$ cat src/set_assoc_cache_tree_plru_unit_macros.svh
// Assertion macros shared by the cache unit.
`ifndef SET_ASSOC_CACHE_TREE_PLRU_UNIT_MACROS_SVH
`define SET_ASSOC_CACHE_TREE_PLRU_UNIT_MACROS_SVH

// Check that the consequent holds in the same cycle as the antecedent.
`define SACP_ASSERT_SAME(label, ante, cons) \
   label: assert property (@(posedge clock) disable iff (reset) (ante) |-> (cons)) \
      else $error("sacp: same-cycle check failed");

// Check that the consequent holds in the cycle after the antecedent.
`define SACP_ASSERT_NEXT(label, ante, cons) \
   label: assert property (@(posedge clock) disable iff (reset) (ante) |=> (cons)) \
      else $error("sacp: next-cycle check failed");

`endif

$ cat src/sacp_ram.sv
// Generic single-write, single-read RAM with registered read data.
module sacp_ram #(
   parameter int WIDTH = 8,
   parameter int DEPTH = 16
) (
   input  logic                     clock,
   input  logic                     wr_en,
   input  logic [$clog2(DEPTH)-1:0] wr_addr,
   input  logic [WIDTH-1:0]         wr_data,
   input  logic                     rd_en,
   input  logic [$clog2(DEPTH)-1:0] rd_addr,
   output logic [WIDTH-1:0]         rd_data
);

   logic [WIDTH-1:0] mem [DEPTH];
   logic [WIDTH-1:0] rd_data_ff;

   always_ff @(posedge clock) begin
      if (wr_en) begin
         mem[wr_addr] <= wr_data;
      end
      // Hold read data until the next read.
      if (rd_en) begin
         rd_data_ff <= mem[rd_addr];
      end
   end

   assign rd_data = rd_data_ff;

endmodule

$ cat config.mk
export PLATFORM = sky130hd
export DESIGN_NAME = sacp_ram
export DESIGN_NICKNAME = d
export VERILOG_FILES = /design/src/set_assoc_cache_tree_plru_unit_macros.svh /design/src/sacp_ram.sv
export SDC_FILE = /design/constraint.sdc
export NUM_CORES = 1
export LEC_CHECK = 0
export BUFFER_PORTS_ARGS = -buffer_cell sky130_fd_sc_hd__buf_2
export CORE_UTILIZATION = 54
export DETAILED_ROUTE_END_ITERATION = 8
export HOLD_SLACK_MARGIN = 0.05
export PLACE_DENSITY = 0.74
export SLEW_MARGIN = 10
export SYNTH_ARGS = -nofsm -noshare
export SYNTH_HDL_FRONTEND = slang
export SYNTH_SLANG_ARGS = --single-unit
$ cat constraint.sdc
create_clock -name clock -period 1.7 [get_ports clock]
set_input_delay 0.255 -clock clock [delete_from_list [all_inputs] [get_ports clock]]
set_output_delay 0.255 -clock clock [all_outputs]
set_load 0.01 [all_outputs]
# Yosys cells after proc, flatten, opt, wreduce, memory -nomap -nowiden
# Memory sizes are Yosys's and may differ from the RTL's. A register that Yosys moved wholly into a read port is not among the register bits.
# Index checks and enable logic that the tools add are counted.
# W data, S select, Z words.
# op_classes
muxes,2
# ops
cell,count
$mux W1,2
# word_totals
mem_bits_rw,128
elab_cells,3
memories,1
out_inout_bits,8
input_bits,19
reg_bits,0
# mem_list
memory,words,width,read_ports,rd_clocked_by_memory_dff,write_ports,line_no,text
mem,16,8,1,1,1,sacp_ram.sv:15,logic [WIDTH-1:0] mem [DEPTH];

# Depth between registers and ports, before layout
# depth
word_depth,2
ltp_mapped,5
depth_no_buf,3

# Worst setup path after synthesis
# OpenSTA, ideal clock, no wires.
# synth_path
path_type,input-to-reg
from,input wr_addr[2]
to,"memory mem[0][0], enable pin"
t_required_ns,1.317
setup_ns,0.383
path_slack_ns,-0.048
path_stages,2
arrival_time_ns,1.365
path_buffers,0
path_cell_list,or3b_2 nor3_1
# synth_rtl
item,line_no,text
start: declaration,sacp_ram.sv:8,"input logic [$clog2(DEPTH)-1:0] wr_addr,"
end: declaration,sacp_ram.sv:15,
# No word-level cell before the write port.

==> results by group <==
Routing
  – Drt via density: between 5 and 6
  – Wire per inst: 23.2 um
  – TritonRoute pass-1 iters: 5
  – Final ANT Viol Nets: 0
  – Met2 Routed Length: roughly 5000 um
  – DR top layer: met4
  – DRC: 0
  – Met3 WL: 494 um
  – Via count: between 2000 and 3000
  – Final wirelength: about 10000 um
  – DRT iter0 DRCs: 165
  – Met1 wire length: 4270 um

Power and ir drop
  – P_sw: 1580 uW
  – Leakage: 0.00213 uW
  – P_int: between 6000 and 7000 uW
  – Combinational group share of total power: 0.048
  – PwrDens: around 1200 nW/um2
  – Tot Pwr: 7610 uW
  – Sw frac: 0.207
  – VDD IR-drop max: 0.674 mV
  – Sequential power share: 0.499
  – Clock share of power: 0.452

STA
  – F_max: roughly 640 MHz
  – Pins Over Slew Limit: 0
  – WHS: about 0.12 ns
  – Final setup vio count: 0
  – Min cycle time layout: between 1.5 and 2 ns
  – Least-Margin Pin Slew: 0.377 ns
  – RSZ-0062 raised after global routing: no
  – Final cycle utilization of the critical path: 0.924
  – Setup_tns: 0 ns
  – Setup Skew: around 0.0079 ns
  – Slew margin rel.: 0.749
  – Hold Violations, Final: 0

Synthesis
  – Ys async rst share: 0
  – YS warnings: 0
  – Top-area cell type share of the netlist area: 0.781
  – Post-synth top cells: edfxtp_1 (136), mux4_2 (18), a22oi_1 (16), mux4_1 (14), nor2_1 (13)
  – Syn avg cell area: approximately 23 um2
  – Mapped Area: about 5200 um2
  – Synth Register Bits: approximately 140
  – Main area contributors after synthesis: edfxtp_1 (78%), mux4_2 (7.8%), mux4_1 (7.0%), a22oi_1 (2.3%), nor2_1 (0.93%)
  – Top-count cell post-synth: edfxtp_1
  – Mapped Cells: approximately 230
  – Yosys top cell by area: edfxtp_1
  – Ys flop type: edfxtp_1
  – Post-synthesis net count: ~250
  – Register area share after synthesis: 0.781
  – Post-synth EDFFs: 136
  – Netlist cell types: 18

Cells and area
  – Share of layout cells above drive strength 1: 0.338
  – Final nets: between 300 and 400
  – Diode count: 0
  – Final std cells w/o fill: between 400 and 500
  – Seq. cell area: around 4100 um2
  – Final Instance Area: roughly 6300 um2
  – Syn-to-layout area delta: 19.7%
  – Filler cells: 579
  – Multi-input logic area: 1060 um2

Critical path
  – Reg2reg setup slack: 0.13 ns
  – CP startpoint kind: register
  – CP peak stage delay: ~0.53 ns
  – Worst Setup SP: mem[10][2]
  – Cells along the critical path: mux4_1 -> a22oi_1 -> nand2_1
  – CP Max Fanout: 1
  – Setup CP Type: register to register
  – CP endpoint kind: register
  – CP max stage cell: mux4_1
  – CP required: around 2 ns
  – R2r startpoint: mem[10][2]
  – WP data arrival: between 1.5 and 2 ns

Run status
  – Status: finished clean

Clocking
  – Post-CTS resize count: 0
  – TritonCTS clock tree: done
  – Clk sinks: approximately 140
  – # Post-CTS Setup Buffers: 0
  – CTS Root Buffer Type: clkbuf_8
  – CTS Hold Bufs: 0
  – CTS buffer count: 17
  – CTS Buffer Depth: 2
  – CTS H-Tree Depth: 4
  – Clock-pin slew on the worst setup and hold paths: approximately 0.06 ns
  – Skew-Pair Late Insertion Delay: about 0.51 ns

Die
  – Number of placement rows: 35
  – DIE AREA: roughly 10000 um2
  – Initial Util: 0.560
  – Die height: around 100 um
  – I/O Pins: 27
  – Core footprint: 9330 um2
  – Die W: approximately 100 um

GRT
  – Vias in the first global route: 2563
  – Largest net degree at the start of global routing: 18
  – GR Overflow Total: 0
  – First-pass GRT wire length: ~15000 um
  – Global-route usage over all layers: 0.220
  – Initial antenna violation count: 0

Placed design
  – HPWL after DPL: approximately 6200 um
  – Port bufs: 26
  – Placed inst area: roughly 5700 um2
  – Placer congestion estimate: between 0.7 and 0.8
  – Dpl cells: 399

Flow run
  – Max-cap violations: 0

Hold path
  – HP Class: primary input to register
  – Min-delay src: rd_en
cells by family (layout without fill, tap and decap cells):
kind of cell,count (synthesis),count (layout),share of synthesized area
AO/OA/AOI/OAI,16,16,0.0230
buffers and inverters,10,83,0.0165
flip-flops,136,136,0.781
multiplexers,32,32,0.148
AND/OR/NAND/NOR,35,35,0.0314
final timing paths:
path	end	cells after the start
max	rd_data[2]	3
min reg2reg	rd_data[0]	3
max reg2reg	rd_data[2]	3
min	rd_data[3]	1
power by group through the flow:
stage / clock (uW) / sequential (uW) / combinational (uW)
floorplan: 0 / 3870 / 191
global placement: 0 / 3870 / 360
detailed placement: 0 / 3870 / 369
CTS: 3490 / 3800 / 372
global route: 3620 / 3810 / 396
finish: 3440 / 3800 / 368
cell usage in the layout (no fill, tap or decap), drive strengths merged:
master      n
a22oi      16
and2        1
and2b       1
buf        51
bufinv      2
clkbuf     18
clkinv      7
clkinvlp    4
edfxtp    136
inv         1
mux4       32
nand2       9
nand2b      2
nand3       1
nand3b      2
nor2       13
nor2b       1
nor3        4
or3b        1
state kept, by name, summed over array words and instances, names as in the netlist:
signal / count
mem: 128
rd_data: 8
worst max-delay path: cells and delay by family, from the launching register on:
kind             cells  cell delay (ns)
multiplexers         1             0.53
flip-flops           1             0.41
AO/OA/AOI/OAI        1             0.30
AND/OR/NAND/NOR      1             0.08
stage by stage:
stage / setup slack [ns] / util
2_1_floorplan: 0.163 / -
3_3_place_gp: -0.131 / 0.610
3_5_place_dp: -0.117 / 0.610
4_1_cts: 0.158 / 0.671
5_1_grt: 0.0900 / 0.671
6_report: 0.129 / 0.671
routing by layer:
layer,up-vias,track usage
met4,0,0.110
met3,20,0.0432
met5,-,0
met1,1318,0.306
li1,1105,-
met2,86,0.338
final cells by class:
| class | count | area share |
|---|---|---|
| flip-flops and latches | 136 | 0.653 |
| multi-input cells | 83 | 0.170 |
| clock buffers | 18 | 0.0668 |
| repair buffers | 51 | 0.0608 |
| well taps | 129 | 0.0258 |
| clock inverters | 14 | 0.0244 |
No activity file was read; power rests on OpenSTA's default activity.
